--- config.mk ---
export PLATFORM = sky130hd
export DESIGN_NAME = utf8_to_utf16_decoder
export DESIGN_NICKNAME = d
export VERILOG_FILES = /design/src/sv/u2u_pkg.sv /design/src/sv/u2u_front.sv /design/src/sv/u2u_fifo.sv /design/src/sv/u2u_back.sv /design/src/sv/utf8_to_utf16_decoder.sv
export SDC_FILE = /design/constraint.sdc
export NUM_CORES = 1
export LEC_CHECK = 0
export ABC_AREA = 1
export BUFFER_PORTS_ARGS = -buffer_cell sky130_fd_sc_hd__buf_4
export CORE_UTILIZATION = 62
export CTS_BUF_LIST = sky130_fd_sc_hd__clkbuf_2 sky130_fd_sc_hd__clkbuf_4 sky130_fd_sc_hd__clkbuf_8
export DETAILED_ROUTE_END_ITERATION = 10
export PLACE_DENSITY = 0.76
export SYNTH_ARGS = -nofsm -noshare
export SYNTH_HDL_FRONTEND = slang
export SYNTH_HIERARCHICAL = 1
export SYNTH_SLANG_ARGS = --single-unit
--- constraint.sdc ---
create_clock -name clk -period 5.29 [get_ports clk]
set_clock_uncertainty 0.1 [all_clocks]
set_input_delay 0.2645 -clock clk [delete_from_list [all_inputs] [get_ports clk]]
set_output_delay 0.2645 -clock clk [all_outputs]
set_load 0.005 [all_outputs]
--- src/sv/u2u_pkg.sv ---
// Shared types and constants for the UTF-8 to UTF-16 decoder.
// No dependencies; every other file of the block imports this package.
package u2u_pkg;

  localparam int FIFO_DEPTH_DEFAULT = 4;

  // Lead byte class boundaries.
  localparam logic [7:0] ASCII_MAX = 8'h7F;
  localparam logic [7:0] CONT_MAX  = 8'hBF;
  localparam logic [7:0] LEAD2_MAX = 8'hDF;
  localparam logic [7:0] LEAD3_MAX = 8'hEF;
  localparam logic [7:0] LEAD4_MAX = 8'hF7;

  localparam logic [20:0] SURR_LOW   = 21'h00D800;
  localparam logic [20:0] SURR_HIGH  = 21'h00DFFF;
  localparam logic [20:0] CP_MAX     = 21'h10FFFF;
  localparam logic [20:0] BMP_MAX    = 21'h00FFFF;
  localparam logic [20:0] SUPP_BASE  = 21'h010000;
  localparam logic [15:0] HIGH_BASE  = 16'hD800;
  localparam logic [15:0] LOW_BASE   = 16'hDC00;
  localparam logic [15:0] COUNT_MAX  = 16'hFFFF;

  typedef enum logic [1:0] {
    ST_UNIT      = 2'd0,
    ST_MALFORMED = 2'd1,
    ST_END_ONLY  = 2'd2
  } status_t;

  // One queue entry: either one result, or a surrogate pair that the back end
  // delivers as two results.
  typedef struct packed {
    logic        pair;
    logic [15:0] unit0;
    logic [15:0] unit1;
    status_t     status;
    logic [15:0] count0;
    logic [15:0] count1;
    logic        last;
  } rec_t;

  function automatic logic [15:0] sat_inc(input logic [15:0] v);
    sat_inc = (v == COUNT_MAX) ? v : v + 16'd1;
  endfunction

endpackage

--- src/sv/u2u_front.sv ---
// Front end of the decoder: sequence state, byte classification and
// result formation. Depends on u2u_pkg.
module u2u_front (
  input  logic          clk,
  input  logic          rst,
  input  logic          accept,
  input  logic [7:0]    data_byte,
  input  logic          end_of_string,
  output logic          emit,
  output u2u_pkg::rec_t rec
);
  import u2u_pkg::*;

  logic [20:0] code_accumulator, code_accumulator_next;
  logic [1:0]  bytes_pending, bytes_pending_next;
  logic        error_latched, error_latched_next;
  logic [15:0] units_emitted, units_emitted_next;

  logic        bad;
  logic        done;
  logic [20:0] cp;
  logic [20:0] offset;
  logic [15:0] c1;
  logic [15:0] c2;

  always_comb begin
    bad = 1'b0;
    done = 1'b0;
    emit = 1'b0;
    rec = '0;
    rec.status = ST_UNIT;
    code_accumulator_next = code_accumulator;
    bytes_pending_next = bytes_pending;
    error_latched_next = error_latched;
    units_emitted_next = units_emitted;
    c1 = sat_inc(units_emitted);
    c2 = sat_inc(c1);
    cp = code_accumulator;
    offset = '0;

    if (error_latched) begin
      // Bytes after an error are dropped until the end mark.
      if (end_of_string) begin
        emit = 1'b1;
        rec.status = ST_END_ONLY;
        rec.count0 = units_emitted;
        rec.last = 1'b1;
        code_accumulator_next = '0;
        bytes_pending_next = '0;
        error_latched_next = 1'b0;
        units_emitted_next = '0;
      end
    end else begin
      if (bytes_pending == 2'd0) begin
        if (data_byte <= ASCII_MAX) begin
          code_accumulator_next = {13'd0, data_byte};
          done = 1'b1;
        end else if (data_byte <= CONT_MAX) begin
          bad = 1'b1;
        end else if (data_byte <= LEAD2_MAX) begin
          code_accumulator_next = {16'd0, data_byte[4:0]};
          bytes_pending_next = 2'd1;
        end else if (data_byte <= LEAD3_MAX) begin
          code_accumulator_next = {17'd0, data_byte[3:0]};
          bytes_pending_next = 2'd2;
        end else if (data_byte <= LEAD4_MAX) begin
          code_accumulator_next = {18'd0, data_byte[2:0]};
          bytes_pending_next = 2'd3;
        end else begin
          bad = 1'b1;
        end
      end else begin
        if (data_byte[7:6] != 2'b10) begin
          bad = 1'b1;
        end else begin
          code_accumulator_next = {code_accumulator[14:0], data_byte[5:0]};
          bytes_pending_next = bytes_pending - 2'd1;
          done = (bytes_pending == 2'd1);
        end
      end

      cp = code_accumulator_next;
      offset = cp - SUPP_BASE;

      if (done) begin
        if ((cp >= SURR_LOW && cp <= SURR_HIGH) || cp > CP_MAX) begin
          bad = 1'b1;
        end else if (cp <= BMP_MAX) begin
          emit = 1'b1;
          rec.unit0 = cp[15:0];
          rec.count0 = c1;
          rec.last = end_of_string;
          units_emitted_next = c1;
        end else begin
          emit = 1'b1;
          rec.pair = 1'b1;
          rec.unit0 = HIGH_BASE | {6'd0, offset[19:10]};
          rec.unit1 = LOW_BASE | {6'd0, offset[9:0]};
          rec.count0 = c1;
          rec.count1 = c2;
          rec.last = end_of_string;
          units_emitted_next = c2;
        end
        code_accumulator_next = '0;
      end else if (!bad && end_of_string) begin
        // The string ended inside a sequence.
        bad = 1'b1;
      end

      if (bad) begin
        emit = 1'b1;
        rec = '0;
        rec.status = ST_MALFORMED;
        rec.count0 = units_emitted;
        rec.last = end_of_string;
        code_accumulator_next = '0;
        bytes_pending_next = '0;
        units_emitted_next = units_emitted;
        if (end_of_string) begin
          units_emitted_next = '0;
        end else begin
          error_latched_next = 1'b1;
        end
      end else if (end_of_string) begin
        code_accumulator_next = '0;
        bytes_pending_next = '0;
        units_emitted_next = '0;
      end
    end
  end

  always_ff @(posedge clk) begin
    if (rst) begin
      code_accumulator <= '0;
      bytes_pending <= '0;
      error_latched <= 1'b0;
      units_emitted <= '0;
    end else if (accept) begin
      code_accumulator <= code_accumulator_next;
      bytes_pending <= bytes_pending_next;
      error_latched <= error_latched_next;
      units_emitted <= units_emitted_next;
    end
  end

endmodule

--- src/sv/u2u_fifo.sv ---
// Short queue between the front and back ends of the decoder.
// Depends on u2u_pkg for the entry type.
module u2u_fifo #(
  parameter int DEPTH = u2u_pkg::FIFO_DEPTH_DEFAULT
) (
  input  logic          clk,
  input  logic          rst,
  input  logic          wr_en,
  input  u2u_pkg::rec_t wr_data,
  output logic          full,
  input  logic          rd_en,
  output u2u_pkg::rec_t rd_data,
  output logic          empty
);
  import u2u_pkg::*;

  localparam int PW = (DEPTH > 1) ? $clog2(DEPTH) : 1;
  localparam int CW = $clog2(DEPTH + 1);

  rec_t          mem [DEPTH];
  logic [PW-1:0] wr_ptr;
  logic [PW-1:0] rd_ptr;
  logic [CW-1:0] count;
  logic          do_wr;
  logic          do_rd;

  assign full = (count == CW'(DEPTH));
  assign empty = (count == '0);
  assign do_wr = wr_en && !full;
  assign do_rd = rd_en && !empty;
  assign rd_data = mem[rd_ptr];

  always_ff @(posedge clk) begin
    if (do_wr) begin
      mem[wr_ptr] <= wr_data;
    end
  end

  always_ff @(posedge clk) begin
    if (rst) begin
      wr_ptr <= '0;
      rd_ptr <= '0;
      count <= '0;
    end else begin
      if (do_wr) begin
        wr_ptr <= (wr_ptr == PW'(DEPTH - 1)) ? '0 : wr_ptr + 1'b1;
      end
      if (do_rd) begin
        rd_ptr <= (rd_ptr == PW'(DEPTH - 1)) ? '0 : rd_ptr + 1'b1;
      end
      if (do_wr && !do_rd) begin
        count <= count + 1'b1;
      end else if (do_rd && !do_wr) begin
        count <= count - 1'b1;
      end
    end
  end

endmodule

--- src/sv/u2u_back.sv ---
// Back end of the decoder: output register that splits surrogate pairs
// into two results. Depends on u2u_pkg.
module u2u_back (
  input  logic          clk,
  input  logic          rst,
  input  logic          q_valid,
  input  u2u_pkg::rec_t q_data,
  output logic          q_take,
  output logic [15:0]   code_unit,
  output logic [1:0]    status,
  output logic [15:0]   unit_count,
  output logic          last,
  output logic          empty,
  input  logic          pop
);
  import u2u_pkg::*;

  rec_t cur;
  logic valid;
  logic phase;
  logic finishing;

  assign finishing = valid && pop && (!cur.pair || phase);
  assign q_take = q_valid && (!valid || finishing);

  assign empty = !valid;
  assign code_unit = phase ? cur.unit1 : cur.unit0;
  assign unit_count = phase ? cur.count1 : cur.count0;
  assign status = cur.status;
  // The high surrogate of a pair is never the final result.
  assign last = (cur.pair && !phase) ? 1'b0 : cur.last;

  always_ff @(posedge clk) begin
    if (q_take) begin
      cur <= q_data;
    end
  end

  always_ff @(posedge clk) begin
    if (rst) begin
      valid <= 1'b0;
      phase <= 1'b0;
    end else if (q_take) begin
      valid <= 1'b1;
      phase <= 1'b0;
    end else if (finishing) begin
      valid <= 1'b0;
      phase <= 1'b0;
    end else if (valid && pop) begin
      phase <= 1'b1;
    end
  end

endmodule

--- src/sv/utf8_to_utf16_decoder.sv ---
// UTF-8 to UTF-16 decoder, one byte per request.
// Usage:
//   Input: drive data_byte and end_of_string with push; the request is taken
//   at a clock edge where push is high and full is low. Bytes are accepted at
//   one per cycle while the internal queue has room.
//   Output: while empty is low, code_unit, status, unit_count and last show
//   the oldest result; pop takes it. status 0 is a code unit, 1 reports
//   malformed input (after which bytes are dropped up to the end mark) and 2
//   is the end mark that follows such an error.
//   A result is written into the queue at the edge that accepts the byte
//   causing it and is shown once it has passed into the output register.
//   Throughput: one byte per cycle in while full is low and one result per
//   cycle out while a result waits and pop is high; a supplementary code
//   point gives a surrogate pair, two results, which take two pops from the
//   single output register. When the receiver stalls, results collect in
//   the queue (FIFO_DEPTH entries plus the output register) and full rises
//   once the queue fills. Reset (rst, synchronous) clears the decode state,
//   the queue and empties the output register; empty is high afterwards.
// Depends on u2u_pkg, u2u_front, u2u_fifo, u2u_back.
module utf8_to_utf16_decoder #(
  parameter int FIFO_DEPTH = u2u_pkg::FIFO_DEPTH_DEFAULT
) (
  input  logic        clk,
  input  logic        rst,
  input  logic        push,
  output logic        full,
  input  logic [7:0]  data_byte,
  input  logic        end_of_string,
  output logic        empty,
  input  logic        pop,
  output logic [15:0] code_unit,
  output logic [1:0]  status,
  output logic [15:0] unit_count,
  output logic        last
);
  import u2u_pkg::*;

  logic accept;
  logic emit;
  rec_t front_rec;
  rec_t q_data;
  logic q_empty;
  logic q_take;

  assign accept = push && !full;

  u2u_front u_front (
    .clk           (clk),
    .rst           (rst),
    .accept        (accept),
    .data_byte     (data_byte),
    .end_of_string (end_of_string),
    .emit          (emit),
    .rec           (front_rec)
  );

  u2u_fifo #(
    .DEPTH (FIFO_DEPTH)
  ) u_fifo (
    .clk     (clk),
    .rst     (rst),
    .wr_en   (accept && emit),
    .wr_data (front_rec),
    .full    (full),
    .rd_en   (q_take),
    .rd_data (q_data),
    .empty   (q_empty)
  );

  u2u_back u_back (
    .clk        (clk),
    .rst        (rst),
    .q_valid    (!q_empty),
    .q_data     (q_data),
    .q_take     (q_take),
    .code_unit  (code_unit),
    .status     (status),
    .unit_count (unit_count),
    .last       (last),
    .empty      (empty),
    .pop        (pop)
  );

endmodule

After elaboration in Yosys (flattened, before gate mapping)
Memories as Yosys holds them, arrays and structs flattened. A register that Yosys moved wholly into a read port is not among the register bits.
Cells that the tools add are included.
{"block": "word_totals", "register_bits": 49, "latch_bits": 0, "ram_bits": 272, "mem_bits_ro": 0, "inputBits": 13, "wordCells": 154, "memories": 1}
{"memory": "u_fifo.mem", "words": 4, "width": 68, "read_ports": 1, "rd_ports_with_merged_regs": 1, "wr": 1, "line": "u2u_fifo.sv:20", "text": "rec_t mem [DEPTH];"}
{"block": "classes", "add_sub_neg": 8, "n_mul": 0, "n_div": 0, "magnitude_cmp": 9, "n_eq_ne": 13, "shifts": 0, "n_mux": 82, "bitwise_logic": 0, "n_reduce_logical": 32}
{"op": "two-way mux 21 bit", "n": 13}
{"op": "two-way mux 16 bit", "n": 15}
{"op": "two-way mux 33 bit", "n": 5}
{"op": "two-way mux 68 bit", "n": 1}
{"op": "less-or-equal comparator 21 x 16 -> 1 bit (second input constant)", "n": 2}
{"op": "two-way mux 18 bit", "n": 2}
{"op": "adder 16 x 1 -> 16 bit (second input constant)", "n": 2}
{"op": "equality test 16 bit (second input constant)", "n": 2}
{"op": "less-or-equal comparator 8 bit (second input constant)", "n": 4}
{"op": "two-way mux 1 bit", "n": 31}
{"op": "two-way mux 2 bit", "n": 13}
{"op": ">= comparator 21 x 16 -> 1 bit (second input constant)", "n": 1}
{"op": "> comparator 21 bit (second input constant)", "n": 1}
{"op": "subtractor 20 x 17 -> 20 bit (second input constant)", "n": 1}
{"op": "logical AND 1 bit", "n": 12}
{"op": "less-or-equal comparator 8 x 7 -> 1 bit (second input constant)", "n": 1}
{"op": "logical NOT 1 bit", "n": 8}
{"op": "inequality test 4 x 3 -> 1 bit (second input constant)", "n": 2}
{"op": "inequality test 4 bit (second input constant)", "n": 2}
{"op": "two-way mux 3 bit", "n": 2}
{"op": "inequality test 6 bit (second input constant)", "n": 1}
{"op": "AND reduction 6 bit", "n": 1}
{"op": "adder 2 x 1 -> 2 bit (second input constant)", "n": 2}
{"op": "equality test 2 bit (second input constant)", "n": 2}
{"op": "other kinds (14)", "n": 18}

Logic depth before layout (Yosys ltp)
Gate-level depths: netlist (run 1).
{"block": "depth", "ltp_word": 22, "ltp_mapped": 24, "depth_no_buf": 23}

Hierarchy
Netlist (run 1), hierarchy kept.
{"module": "u2u_fifo", "instances": 1, "cells_each": 728, "area_per_inst_um2": 10561.4, "seq_area_each_um2": 8348.0}
{"module": "u2u_front", "instances": 1, "cells_each": 843, "area_per_inst_um2": 4595.7, "seq_area_each_um2": 800.8}
{"module": "u2u_back", "instances": 1, "cells_each": 189, "area_per_inst_um2": 2592.5, "seq_area_each_um2": 2082.0}
{"module": "utf8_to_utf16_decoder", "instances": 1, "cells_each": 6, "area_per_inst_um2": 27.5, "seq_area_each_um2": 0.0}

Worst setup path after synthesis (run 1)
Ideal clock, no wire load.
{"block": "synth_timing", "path_kind": "reg-to-reg", "startpoint": "reg u_front.bytes_pending[0]", "endpoint": "mem u_fifo/mem[0][0] (netlist name) (enable)", "t_arrival_ns": 4.269, "slack_ns": 0.426, "stages_incl_launch_ff": 14, "synth_period_minus_slack_ns": 4.864, "cell_sequence": "dfxtp_1 inv_2 nand2_1 buf_4 nand2_2 nand2_2 nor3_1 inv_1 nand2_1 inv_1 inv_1 nor2_2 nand2_1 nor2_1"}
{"block": "synth_between", "elab_chain_len": 15}
{"item": "start, declared", "line": "u2u_front.sv:15", "text": "logic [1:0] bytes_pending, bytes_pending_next;"}
{"item": "start signal, assigned", "line": "u2u_front.sv:140", "text": "bytes_pending <= bytes_pending_next;"}
{"item": "logical NOT 2 bit", "line": "u2u_front.sv:54", "text": "if (bytes_pending == 2'd0) begin"}
{"item": "two-way mux 21 bit", "line": "u2u_front.sv:54"}
{"item": "two-way mux 21 bit", "line": "u2u_front.sv:41", "text": "if (error_latched) begin"}
{"item": ">= comparator 21 x 16 -> 1 bit or less-or-equal comparator 21 x 16 -> 1 bit (tied branches)", "line": "u2u_front.sv:86", "text": "if ((cp >= SURR_LOW && cp <= SURR_HIGH) || cp > CP_MAX) begin"}
{"item": "logical AND 1 bit", "line": "u2u_front.sv:86"}
{"item": "logical OR 1 bit", "line": "u2u_front.sv:86"}
{"item": "two-way mux 1 bit", "line": "u2u_front.sv:86"}
{"item": "two-way mux 1 bit", "line": "u2u_front.sv:85", "text": "if (done) begin"}
{"item": "two-way mux 1 bit", "line": "u2u_front.sv:41"}
{"item": "two-way mux 1 bit *", "line": "u2u_front.sv:110", "text": "if (bad) begin"}
{"item": "two-way mux 1 bit *", "line": "u2u_front.sv:41"}
{"item": "net emit", "line": "utf8_to_utf16_decoder.sv:39", "text": "logic emit;"}
{"item": "logical AND 1 bit *", "line": "utf8_to_utf16_decoder.sv:62", "text": ".wr_en (accept && emit),"}
{"item": "logical AND 1 bit *", "line": "u2u_fifo.sv:29", "text": "assign do_wr = wr_en && !full;"}
{"item": "two-way mux 1 bit *", "line": "u2u_fifo.sv:34", "text": "if (do_wr) begin"}
{"item": "two-way mux 1 bit (implied by the code) *", "line": "u2u_fifo.sv:35", "text": "mem[wr_ptr] <= wr_data;"}
{"item": "end, declared", "line": "u2u_fifo.sv:20"}
The timed path passes the listed nets; every way through them passes the cells marked *. The select of a mux whose other input is x is not followed.

Worst setup path in the final report (run 1)
{"block": "layout_timing", "startpoint": "reg u_front.bytes_pending[1]", "endpoint": "mem u_fifo/mem[3][67] (netlist name), data pin"}
{"block": "layout_between", "elab_chain_len": 11}
{"item": "logical NOT 2 bit", "line": "u2u_front.sv:54"}
{"item": "two-way mux 21 bit", "line": "u2u_front.sv:54"}
{"item": "two-way mux 21 bit", "line": "u2u_front.sv:41"}
{"item": ">= comparator 21 x 16 -> 1 bit or less-or-equal comparator 21 x 16 -> 1 bit (tied branches)", "line": "u2u_front.sv:86"}
{"item": "logical AND 1 bit", "line": "u2u_front.sv:86"}
{"item": "logical OR 1 bit", "line": "u2u_front.sv:86"}
{"item": "two-way mux 1 bit", "line": "u2u_front.sv:86"}
{"item": "two-way mux 1 bit", "line": "u2u_front.sv:85"}
{"item": "two-way mux 1 bit", "line": "u2u_front.sv:41"}
{"item": "two-way mux 68 bit *", "line": "u2u_front.sv:110"}
{"item": "two-way mux 33 bit *", "line": "u2u_front.sv:41"}
Mark *: on every way between the ends. The rest lies on a longest branch, timed or not. The select of a mux whose other input is x is not followed.

==> results of run 1 <==
[registers in the layout, summed over array words and instances, names as in the netlist, 2 cells and up, named ones only]
register / flops
u_back/cur: 66
u_back/status: 2
u_fifo/count: 3
u_fifo/mem: 272
u_fifo/rd_ptr: 2
u_fifo/wr_ptr: 2
u_front/bytes_pending: 2
u_front/code_accumulator: 21
u_front/units_emitted: 16
[per-layer routing]
metal  vias up  GRT usage  routed length, um
li1       6146          -                  -
met1      6296      0.423              18100
met2       570      0.461              19500
met3        56     0.0591               3970
met4         0     0.0780                694
met5         -          0                  0
[path summary, 6_finish.rpt]
kind	startpoint	end	slack, ns
worst min-delay path	rst	u_fifo/count[0]	0.02
worst min register to register	u_front/code_accumulator[1]	u_front/code_accumulator[1]	0.38
worst max-delay path	u_front/bytes_pending[1]	u_fifo/mem[3][67]	0.76
worst max register to register	u_front/bytes_pending[1]	u_fifo/mem[3][67]	0.76
[worst max-delay path: stages, from the launching register on]
cell	delay (ns)
dfxtp_1	0.40
inv_1	0.09
nand2_1	0.52
nand2_2	0.21
o21ai_0	0.25
a21oi_1	0.14
nor2_1	0.14
nand2_1	0.07
nor2_2	0.11
nand3_1	0.09
nand2_1	0.07
nand2_1	0.08
nand2_4	0.29
nor2_2	0.08
nand2_1	0.84
inv_1	0.61
[logic make-up (layout without fill, tap and decap cells)]
| group | after synthesis | after routing |
|---|---|---|
| and+or+nand+nor | 783 | 783 |
| adders and majority gates | 11 | 11 |
| DFF | 391 | 391 |
| other | 1 | 1 |
| buffers and inverters | 221 | 292 |
| xor gates and xnor gates | 17 | 17 |
| AOI/OAI and AO/OA | 342 | 342 |
[synth_stat cells (2+ instances only)]
library cell,number,share of area
o211ai_1,8,0.0034
clkbuf_1,26,0.0055
nand2_4,3,0.0019
a21oi_1,58,0.016
nand3b_1,4,0.0017
ha_1,10,0.0070
nand3_2,4,0.0023
buf_2,28,0.0079
inv_1,106,0.022
o21ai_1,8,0.0023
nand2_2,6,0.0021
clkinv_1,3,0.00063
dfxtp_1,51,0.057
edfxtp_1,340,0.57
buf_6,17,0.011
o21bai_1,3,0.0013
nor3_1,8,0.0023
nand4_1,26,0.0091
nor2_1,236,0.050
a21oi_2,4,0.0020
buf_4,18,0.0076
a211oi_1,9,0.0038
nand3_1,83,0.023
inv_6,2,0.00099
o22ai_1,68,0.024
a31oi_1,4,0.0014
inv_2,8,0.0017
o21ai_0,174,0.049
clkbuf_4,2,0.00084
clkbuf_2,10,0.0028
nand2_1,395,0.083
nor2_2,13,0.0046
xor2_1,17,0.0084
[cell usage in the layout, fill, tap and decap left out, types with 3 or more instances in the layout]
cell / Yosys / final
a21oi_2: 4 / 3
nand2_1: 395 / 395
clkbuf_4: 2 / 25
nand2_4: 3 / 3
nand4_1: 26 / 26
nor3_1: 8 / 8
o22ai_1: 68 / 68
xor2_1: 17 / 17
nand2_2: 6 / 6
nand3_2: 4 / 4
o21ai_0: 174 / 174
nand3b_1: 4 / 4
o21ai_1: 8 / 8
nor2_1: 236 / 232
buf_12: 0 / 4
clkbuf_8: 0 / 61
nand3_1: 83 / 83
inv_1: 106 / 106
o21bai_1: 3 / 3
nor2_4: 1 / 5
a211oi_1: 9 / 9
buf_4: 18 / 58
a21oi_1: 58 / 58
o211ai_1: 8 / 8
dfxtp_1: 51 / 49
edfxtp_1: 340 / 340
ha_1: 10 / 10
inv_2: 8 / 8
nor2_2: 13 / 13
a31oi_1: 4 / 4
clkinv_2: 0 / 6
clkinvlp_4: 0 / 5
clkinv_1: 3 / 11
[layout make-up]
| class | instances | area, um^2 |
|---|---|---|
| fill | 2053 | 8590 |
| inverter | 119 | 457 |
| sequential | 391 | 11200 |
| clock buffer | 86 | 1030 |
| timing repair buffer | 64 | 536 |
| multi-input combinational | 1154 | 5500 |
| tap | 378 | 473 |
| clock inverter | 23 | 190 |
[per-stage QoR]
stage	utilization	hold slack (ns)	instance area (um^2)	setup slack, ns	total power, W
6_report	0.693	0.0187	19400	0.761	0.00963
5_1_grt	0.693	0.0172	19400	0.364	0.0102
4_1_cts	0.693	0.00152	19400	0.859	0.00967
3_5_place_dp	0.649	0.364	18200	0.915	0.00717
3_3_place_gp	0.649	0.357	18200	1.02	0.00706
2_1_floorplan	-	0.234	17800	0.426	0.00630
[where the power goes]
part	switching [W]	internal, W
registers	0.000263	0.00421
clock network	0.00115	0.00135
logic	0.00182	0.000835
[what timing repair did]
action | in CTS | in global routing
setup endpoints to repair | 0 | 0
hold buffers | 2 | 0
endpoints found under the hold margin | 8 | 0
==> results.sh, run 1 <==
export IMPL_status="completed"
export IMPL_synth_top_flop_cell="edfxtp_1"
export IMPL_synthAdderAreaFrac=0.00816
export IMPL_cp_end_kind="flip-flop"
export IMPL_ant_nets=0
export IMPL_post_synth_instance_area_um2=17800
export IMPL_area_delta_synth_final_pct=9.23
export IMPL_hold_depth=2
export IMPL_tightest_slew_ns=1.13
export IMPL_io_buffer_count=49
export IMPL_cts_sinks=391
export IMPL_synth_compound_area_share=0.107
export IMPL_routedWlPerCell_um=19.1
export IMPL_layout_drive_gt1_share=0.118
export IMPL_num_rows=61
export IMPL_maxSlewViolCount=0
export IMPL_drtIter0Drc=1638
export IMPL_grt_start_max_net_pins=137
export IMPL_antenna_found_initial=0
export IMPL_syn_avg_cell_area_um2=10.1
export IMPL_die_area_um2=29400
export IMPL_synth_simple_gate_area_frac=0.183
export IMPL_synthMuxAreaShare=0
export IMPL_initial_core_util=0.635
export IMPL_clkTransAtPathRegs_ns=0.06
export IMPL_yosysSeqAreaShare=0.632
export IMPL_core_area_um2=28000
export IMPL_worst_setup_path_start_kind="flip-flop"
export IMPL_groute_usage_overall=0.295
export IMPL_cts_buffer_depth=3
export IMPL_finalHoldViolations=0
export IMPL_period_share=0.856
export IMPL_cts_resized=0
export IMPL_vdd_drop_max_uv=298
export IMPL_synth_xor_area_frac=0.00838
export IMPL_finalNetCount=1813
export IMPL_async_flop_share=0
export IMPL_num_vias=13100
export IMPL_die_y_um=171
export IMPL_post_cts_setup_buffer_count=0
export IMPL_die_w_um=171
export IMPL_wirelength_um=42300
export IMPL_fmax_ghz=0.221
export IMPL_viasPerCell=5.90
export IMPL_reg2reg_depth=15
export IMPL_numCtsBuffers=59
export IMPL_post_dp_hpwl_um=25800
export IMPL_grt_pass1_vias=12200
export IMPL_powerDensity_nw_per_um2=496
export IMPL_syn_inst=1766
export IMPL_cp_data_required_time_ns=5.37
export IMPL_insertedDiodeCount=0
export IMPL_rsz0062_at_grt="no"
export IMPL_drc=0
export IMPL_dp_cells=2104
export IMPL_path_class="reg2reg"
export IMPL_p_leak_nw=7.23
export IMPL_synth_top_family_by_area="simple AND/OR/NAND/NOR gates"
export IMPL_cts_tree="done"
export IMPL_clk_insertion_delay_late_ns=0.61
export IMPL_root_buffer="clkbuf_8"
export IMPL_synth_edf_count=340
export IMPL_grt_pass1_wl_um=65900
export IMPL_arrival_ns=4.61
export IMPL_io_pins=50
export IMPL_synth_warning_count=6
export IMPL_hold_path_class="in2reg"
export IMPL_syn_nets=1790
export IMPL_crit_fanout=36
export IMPL_finalSetupViolCount=0
export IMPL_htreeDepth=2
export IMPL_timing_final_crit_period_ns=4.53
export IMPL_slew_headroom=0.243
export IMPL_ys_types=47
export IMPL_final_cells=2215
export IMPL_grt_ovfl_total=0
export IMPL_synth_seq_cells=391
export IMPL_gp_congestion=0.955
export IMPL_tns_ns=0
export IMPL_drv_cap=0
export IMPL_first_pass_iters=5
No activity file was read; power rests on OpenSTA's default activity.
==> inputs of run 2 (changes only) <==
--- a/config.mk
+++ b/config.mk
@@ -10,4 +10,5 @@
 export CORE_UTILIZATION = 62
 export CTS_BUF_LIST = sky130_fd_sc_hd__clkbuf_2 sky130_fd_sc_hd__clkbuf_4 sky130_fd_sc_hd__clkbuf_8
+export CTS_CLUSTER_SIZE = 12
 export DETAILED_ROUTE_END_ITERATION = 10
 export PLACE_DENSITY = 0.76
==> constraint.sdc (replaced) <==
create_clock -name clk -period 5.29 [get_ports clk]
set_clock_uncertainty 0.1 [all_clocks]
set_input_delay 0.7935 -clock clk [delete_from_list [all_inputs] [get_ports clk]]
set_output_delay 0.7935 -clock clk [all_outputs]
set_load 0.005 [all_outputs]
==> run 2 against run 1 <==
  * Critical path depth grew 6
  * Design area down 0.41%
  * Global-route usage increased by 0.76 points
  * Maximum frequency is 2.8% higher
  * Count of clock-buffer cells in the layout is 17 lower
  * Clock power shrank 9.2%
  * Critical path type unchanged
  * Critical endpoint is now u_front/units_emitted[1]
  * Largest cell class unchanged
  * Largest power group unchanged
  * Highest routed layer unchanged
==> results.sh, run 2 (synthesized netlist as in run 1, its figures left out) <==
export IMPL_cts_tree="done"
export IMPL_regMostFlops="u_fifo/mem"
export IMPL_clkTransAtPathRegs_ns=0.07
export IMPL_grt_ovfl_total=0
export IMPL_insertedDiodeCount=0
export IMPL_critPathMaxStageDelay_ns=0.63
export IMPL_largest_reg_flops=272
export IMPL_hold_path_class="reg2reg"
export IMPL_post_cts_setup_buffer_count=0
export IMPL_cts_buffer_depth=3
export IMPL_wirelength_um=43800
export IMPL_cp_data_required_time_ns=5.64
export IMPL_viasPerCell=5.91
export IMPL_timing_final_crit_period_ns=4.41
export IMPL_grt_pass1_wl_um=67000
export IMPL_io_pins=50
export IMPL_grt_pass1_vias=12200
export IMPL_ant_nets=0
export IMPL_die_w_um=171
export IMPL_antenna_found_initial=0
export IMPL_tns_ns=0
export IMPL_layout_common_cells="nand2_1 (395), edfxtp_1 (340), nor2_1 (232), o21ai_0 (174), inv_1 (106)"
export IMPL_p_leak_nw=7.20
export IMPL_drc=0
export IMPL_rsz0062_at_grt="no"
export IMPL_powerDensity_nw_per_um2=487
export IMPL_crit_path_frequent_cell="nand2_1"
export IMPL_clk_insertion_delay_late_ns=0.62
export IMPL_finalHoldViolations=0
export IMPL_groute_usage_overall=0.302
export IMPL_period_share=0.833
export IMPL_fmax_ghz=0.227
export IMPL_num_vias=13100
export IMPL_core_area_um2=28000
export IMPL_maxSlewViolCount=0
export IMPL_htreeDepth=2
export IMPL_slew_headroom=0.320
export IMPL_first_pass_iters=5
export IMPL_gp_congestion=0.929
export IMPL_post_dp_hpwl_um=27600
export IMPL_drtIter0Drc=1291
export IMPL_final_area_um2=19300
export IMPL_crit_fanout=17
export IMPL_drv_cap=0
export IMPL_die_area_um2=29400
export IMPL_area_delta_synth_final_pct=8.79
export IMPL_critical_path_slowest_cell="o21ai_0"
export IMPL_cts_resized=0
export IMPL_root_buffer="clkbuf_8"
export IMPL_finalNetCount=1816
export IMPL_placed_cell_area_um2=18300
export IMPL_vdd_drop_max_uv=269
export IMPL_die_y_um=171
export IMPL_tightest_slew_ns=1.02
export IMPL_io_buffer_count=49
export IMPL_status="completed"
export IMPL_initial_core_util=0.635
export IMPL_postCtsHoldBufs=0
export IMPL_cts_sinks=391
export IMPL_fin_util=0.690
export IMPL_finalSetupViolCount=0
export IMPL_arrival_ns=4.76
export IMPL_num_rows=61
export IMPL_cp_end_kind="flip-flop"
export IMPL_numCtsBuffers=57
export IMPL_fill_cells=2121
export IMPL_path_cells="ha_1, nand2_2, nor2_2, inv_1, nor2_2, nand3_2, nand2_1, nand2_1, inv_2, ha_1, inv_1, nor2_1, nand2_1, inv_2, nand3_2, o21ai_0, nand2_1, nand3_1, nand2_1, nand2_1, a21oi_1"
export IMPL_grt_start_max_net_pins=137
export IMPL_layout_drive_gt1_share=0.113
export IMPL_routedWlPerCell_um=19.8
export IMPL_top_regs="u_fifo/mem (272), u_back/cur (66), u_front/code_accumulator (21)"
export IMPL_path_class="reg2reg"
export IMPL_worst_setup_path_start_kind="flip-flop"
export IMPL_final_common_cell="nand2_1"
run 2: cell types whose count changed in the layout (fill, tap and decap cells not counted), sizes merged:
cell,change
dlygate4sd3,-2
buf,+7
clkinvlp,-4
clkinv,+16
inv,+1
bufinv,-1
clkbuf,-17
run 2: area by class of cell:
| class | instances | area, um^2 | area share |
|---|---|---|---|
| flip-flops and latches | 391 | 11200 | 0.581 |
| clock buffers | 69 | 881 | 0.0455 |
| repair buffers | 69 | 593 | 0.0307 |
| multi-input cells | 1154 | 5500 | 0.284 |
| inverters | 119 | 457 | 0.0236 |
| well taps | 378 | 473 | 0.0245 |
| clock inverters | 35 | 200 | 0.0104 |
run 2: per-layer routing:
metal	track usage	routed length [um]
met5	0	0
met4	0.0815	951
met1	0.434	18800
met3	0.0619	4010
met2	0.471	20000
run 2: final timing paths:
path / to / depth (start not counted) / startpoint / slack, ns
setup reg to reg: u_front/units_emitted[1] / 21 / u_front/units_emitted[0] / 0.88
hold / removal: u_front/code_accumulator[16] / 2 / u_front/code_accumulator[16] / 0.37
setup / recovery: u_front/units_emitted[1] / 21 / u_front/units_emitted[0] / 0.88
hold reg to reg: u_front/code_accumulator[16] / 2 / u_front/code_accumulator[16] / 0.37
run 2: power breakdown:
| group | leakage [nW] | total, W | internal, W | switching (W) |
|---|---|---|---|---|
| combinational | 2.99 | 0.00270 | 0.000848 | 0.00185 |
| sequential | 3.64 | 0.00445 | 0.00421 | 0.000234 |
| clock | 0.570 | 0.00227 | 0.00116 | 0.00112 |
| total | 7.20 | 0.00942 | 0.00622 | 0.00320 |
run 2: through the flow:
stage | std cells | worst slack (ns) | hold slack, ns | total power (W)
2_1_floorplan | 1766 | -0.0879 | 0.342 | 0.00630
5_1_grt | 2215 | 0.484 | 0.384 | 0.00991
3_5_place_dp | 2111 | 0.892 | 0.362 | 0.00719
3_3_place_gp | 2111 | 0.939 | 0.353 | 0.00709
6_report | 2215 | 0.882 | 0.371 | 0.00942
4_1_cts | 2215 | 0.940 | 0.371 | 0.00944
run 2: worst max-delay path, delay by kind of cell (launching register included):
family | cells | cell delay (ns)
AOI/OAI and AO/OA | 2 | 0.70
adders and majority gates | 2 | 0.45
buffers and inverters | 4 | 0.37
DFF | 1 | 0.52
and+or+nand+nor | 13 | 2.13
==> inputs of run 3 (changes only) <==
Settings changed: CORE_UTILIZATION 62 to 59.
Clock period 5.29 ns to 3.7 ns, I/O delays scaled along.
==> run 3 against run 2 <==
  * Maximum frequency grew 27%
  * Critical endpoint is now u_fifo/mem[3][55]
  * Sequential cell count is the same
  * Largest power group unchanged
  * Highest routed layer unchanged
  * Sequential share of layout area shrank 1.8 points
  * Design area grew 3.3%
==> results.sh, run 3 (synthesized netlist as in run 1, its figures left out) <==
export IMPL_hold_ws_ns=0.168
export IMPL_grt_pass1_vias=12300
export IMPL_grt_ovfl_total=0
export IMPL_drtIter0Drc=1586
export IMPL_min_delay_start="end_of_string"
export IMPL_reg2reg_depth=15
export IMPL_core_area_um2=29600
export IMPL_cts_sinks=391
export IMPL_antenna_found_initial=0
export IMPL_tns_ns=0
export IMPL_finalSetupViolCount=0
export IMPL_rr_endpoint="u_fifo/mem[3][55]"
export IMPL_layout_common_cells="nand2_1 (395), edfxtp_1 (340), nor2_1 (232), o21ai_0 (174), inv_1 (106)"
export IMPL_path_class="reg2reg"
export IMPL_die_area_um2=30800
export IMPL_drv_cap=0
export IMPL_postCtsHoldBufs=0
export IMPL_crit_fanout=18
export IMPL_dp_cells=2171
export IMPL_tightest_slew_ns=0.990
export IMPL_crit_family="simple AND/OR/NAND/NOR gates"
export IMPL_top_regs="u_fifo/mem (272), u_back/cur (66), u_front/code_accumulator (21)"
export IMPL_insertedDiodeCount=0
export IMPL_final_common_cell="nand2_1"
export IMPL_powerDensity_nw_per_um2=703
export IMPL_critical_path_slowest_cell="a211oi_1"
export IMPL_finalHoldViolations=0
export IMPL_hold_depth=1
export IMPL_arrival_ns=3.70
export IMPL_cts_buffer_depth=3
export IMPL_clk_insertion_delay_late_ns=0.61
export IMPL_grt_start_max_net_pins=137
export IMPL_critPathMaxStageDelay_ns=0.50
export IMPL_die_w_um=176
export IMPL_groute_usage_overall=0.283
export IMPL_grt_pass1_wl_um=67200
export IMPL_io_buffer_count=49
export IMPL_cts_tree="done"
export IMPL_drc=0
export IMPL_crit_path_frequent_cell="nand2_1"
export IMPL_die_y_um=176
export IMPL_wirelength_um=43400
export IMPL_period_share=0.939
export IMPL_setup_slack_ns=0.224
export IMPL_hold_path_class="in2reg"
export IMPL_largest_reg_flops=272
export IMPL_finalNetCount=1865
export IMPL_pre_cts_ws_ns=-0.00606
export IMPL_fmax_ghz=0.288
export IMPL_num_vias=13100
export IMPL_vdd_drop_max_uv=472
export IMPL_root_buffer="clkbuf_8"
export IMPL_crit_buf_inv=2
export IMPL_r2r_start="u_front/bytes_pending[1]"
export IMPL_status="completed"
export IMPL_final_cells=2277
export IMPL_layout_drive_gt1_share=0.144
export IMPL_viasPerCell=5.77
export IMPL_post_dp_hpwl_um=27900
export IMPL_cp_data_required_time_ns=3.92
export IMPL_io_pins=50
export IMPL_ant_nets=0
export IMPL_regMostFlops="u_fifo/mem"
export IMPL_slew_headroom=0.340
export IMPL_fill_cells=2205
export IMPL_numCtsBuffers=58
export IMPL_htreeDepth=2
export IMPL_num_rows=63
export IMPL_first_pass_iters=6
export IMPL_worst_setup_path_start_kind="flip-flop"
export IMPL_p_leak_nw=7.55
export IMPL_initial_core_util=0.600
export IMPL_hold_path_endpoint="u_fifo/mem[2][0]"
export IMPL_timing_final_crit_period_ns=3.48
export IMPL_cp_end_kind="flip-flop"
export IMPL_area_delta_synth_final_pct=12.4
export IMPL_routedWlPerCell_um=19.0
export IMPL_clkTransAtPathRegs_ns=0.06
export IMPL_gp_congestion=0.960
export IMPL_r2r_slack_ns=0.22
export IMPL_maxSlewViolCount=0
export IMPL_path_cells="nor2_4, nor2_2, nand2_1, o21ai_0, a21oi_1, inv_1, nand2_1, nor2_1, nand2_1, nand2_1, a21oi_2, nand2_4, nor2_2, inv_2, a211oi_1"
==> run 3: per-layer routing <==
metal | part of all wire | up-vias | wire (um) | track usage
met5 | 0 | - | 0 | 0
met4 | 0.018 | 0 | 786 | 0.0732
met3 | 0.094 | 74 | 4060 | 0.0455
met2 | 0.44 | 638 | 19200 | 0.430
met1 | 0.44 | 6200 | 19300 | 0.425
li1 | - | 6237 | - | -
==> run 3: area by class of cell <==
class / instances / area (um^2) / area share
Clock buffer: 81 / 996 / 0.0499
Multi-Input combinational cell: 1154 / 5530 / 0.277
Clock inverter: 25 / 234 / 0.0117
Sequential cell: 391 / 11200 / 0.563
Inverter: 119 / 457 / 0.0229
Tap cell: 390 / 488 / 0.0244
Timing Repair Buffer: 117 / 1030 / 0.0515
==> run 3: per-stage QoR <==
step	cell area (um^2)	utilization	total power (W)
global placement	18700	0.631	0.0103
detailed placement	18700	0.631	0.0104
floorplan	17800	-	0.00898
CTS	19900	0.673	0.0141
global route	20000	0.674	0.0147
finish	20000	0.674	0.0140
==> run 3: repair_timing <==
| item | in CTS | in global routing |
|---|---|---|
| endpoints found under the setup margin | 0 | 53 |
| resized for setup | 0 | 7 |
| buffers inserted | 0 | 0 |
==> run 3: worst max path at each step <==
stage / from / endpoint / slack [ns] / cells after the start
2_1_floorplan: data_byte[7] / u_fifo/mem[0][0] / -0.35 / 14
3_3_place_gp: data_byte[7] / u_fifo/mem[2][52] / 0.07 / 17
3_5_place_dp: data_byte[7] / u_fifo/mem[0][52] / -0.006 / 16
4_1_cts: u_front/bytes_pending[0] / u_fifo/mem[0][52] / 0.22 / 15
5_1_grt: u_front/bytes_pending[0] / u_fifo/mem[3][55] / -0.002 / 14
6_report: u_front/bytes_pending[1] / u_fifo/mem[3][55] / 0.22 / 15
==> run 3: where the power goes <==
group / leakage [nW] / total, W / switching, W / internal, W
registers: 3.64 / 0.00635 / 0.000327 / 0.00602
logic: 3.26 / 0.00407 / 0.00273 / 0.00134
clock network: 0.652 / 0.00363 / 0.00161 / 0.00202
total: 7.55 / 0.0140 / 0.00466 / 0.00938
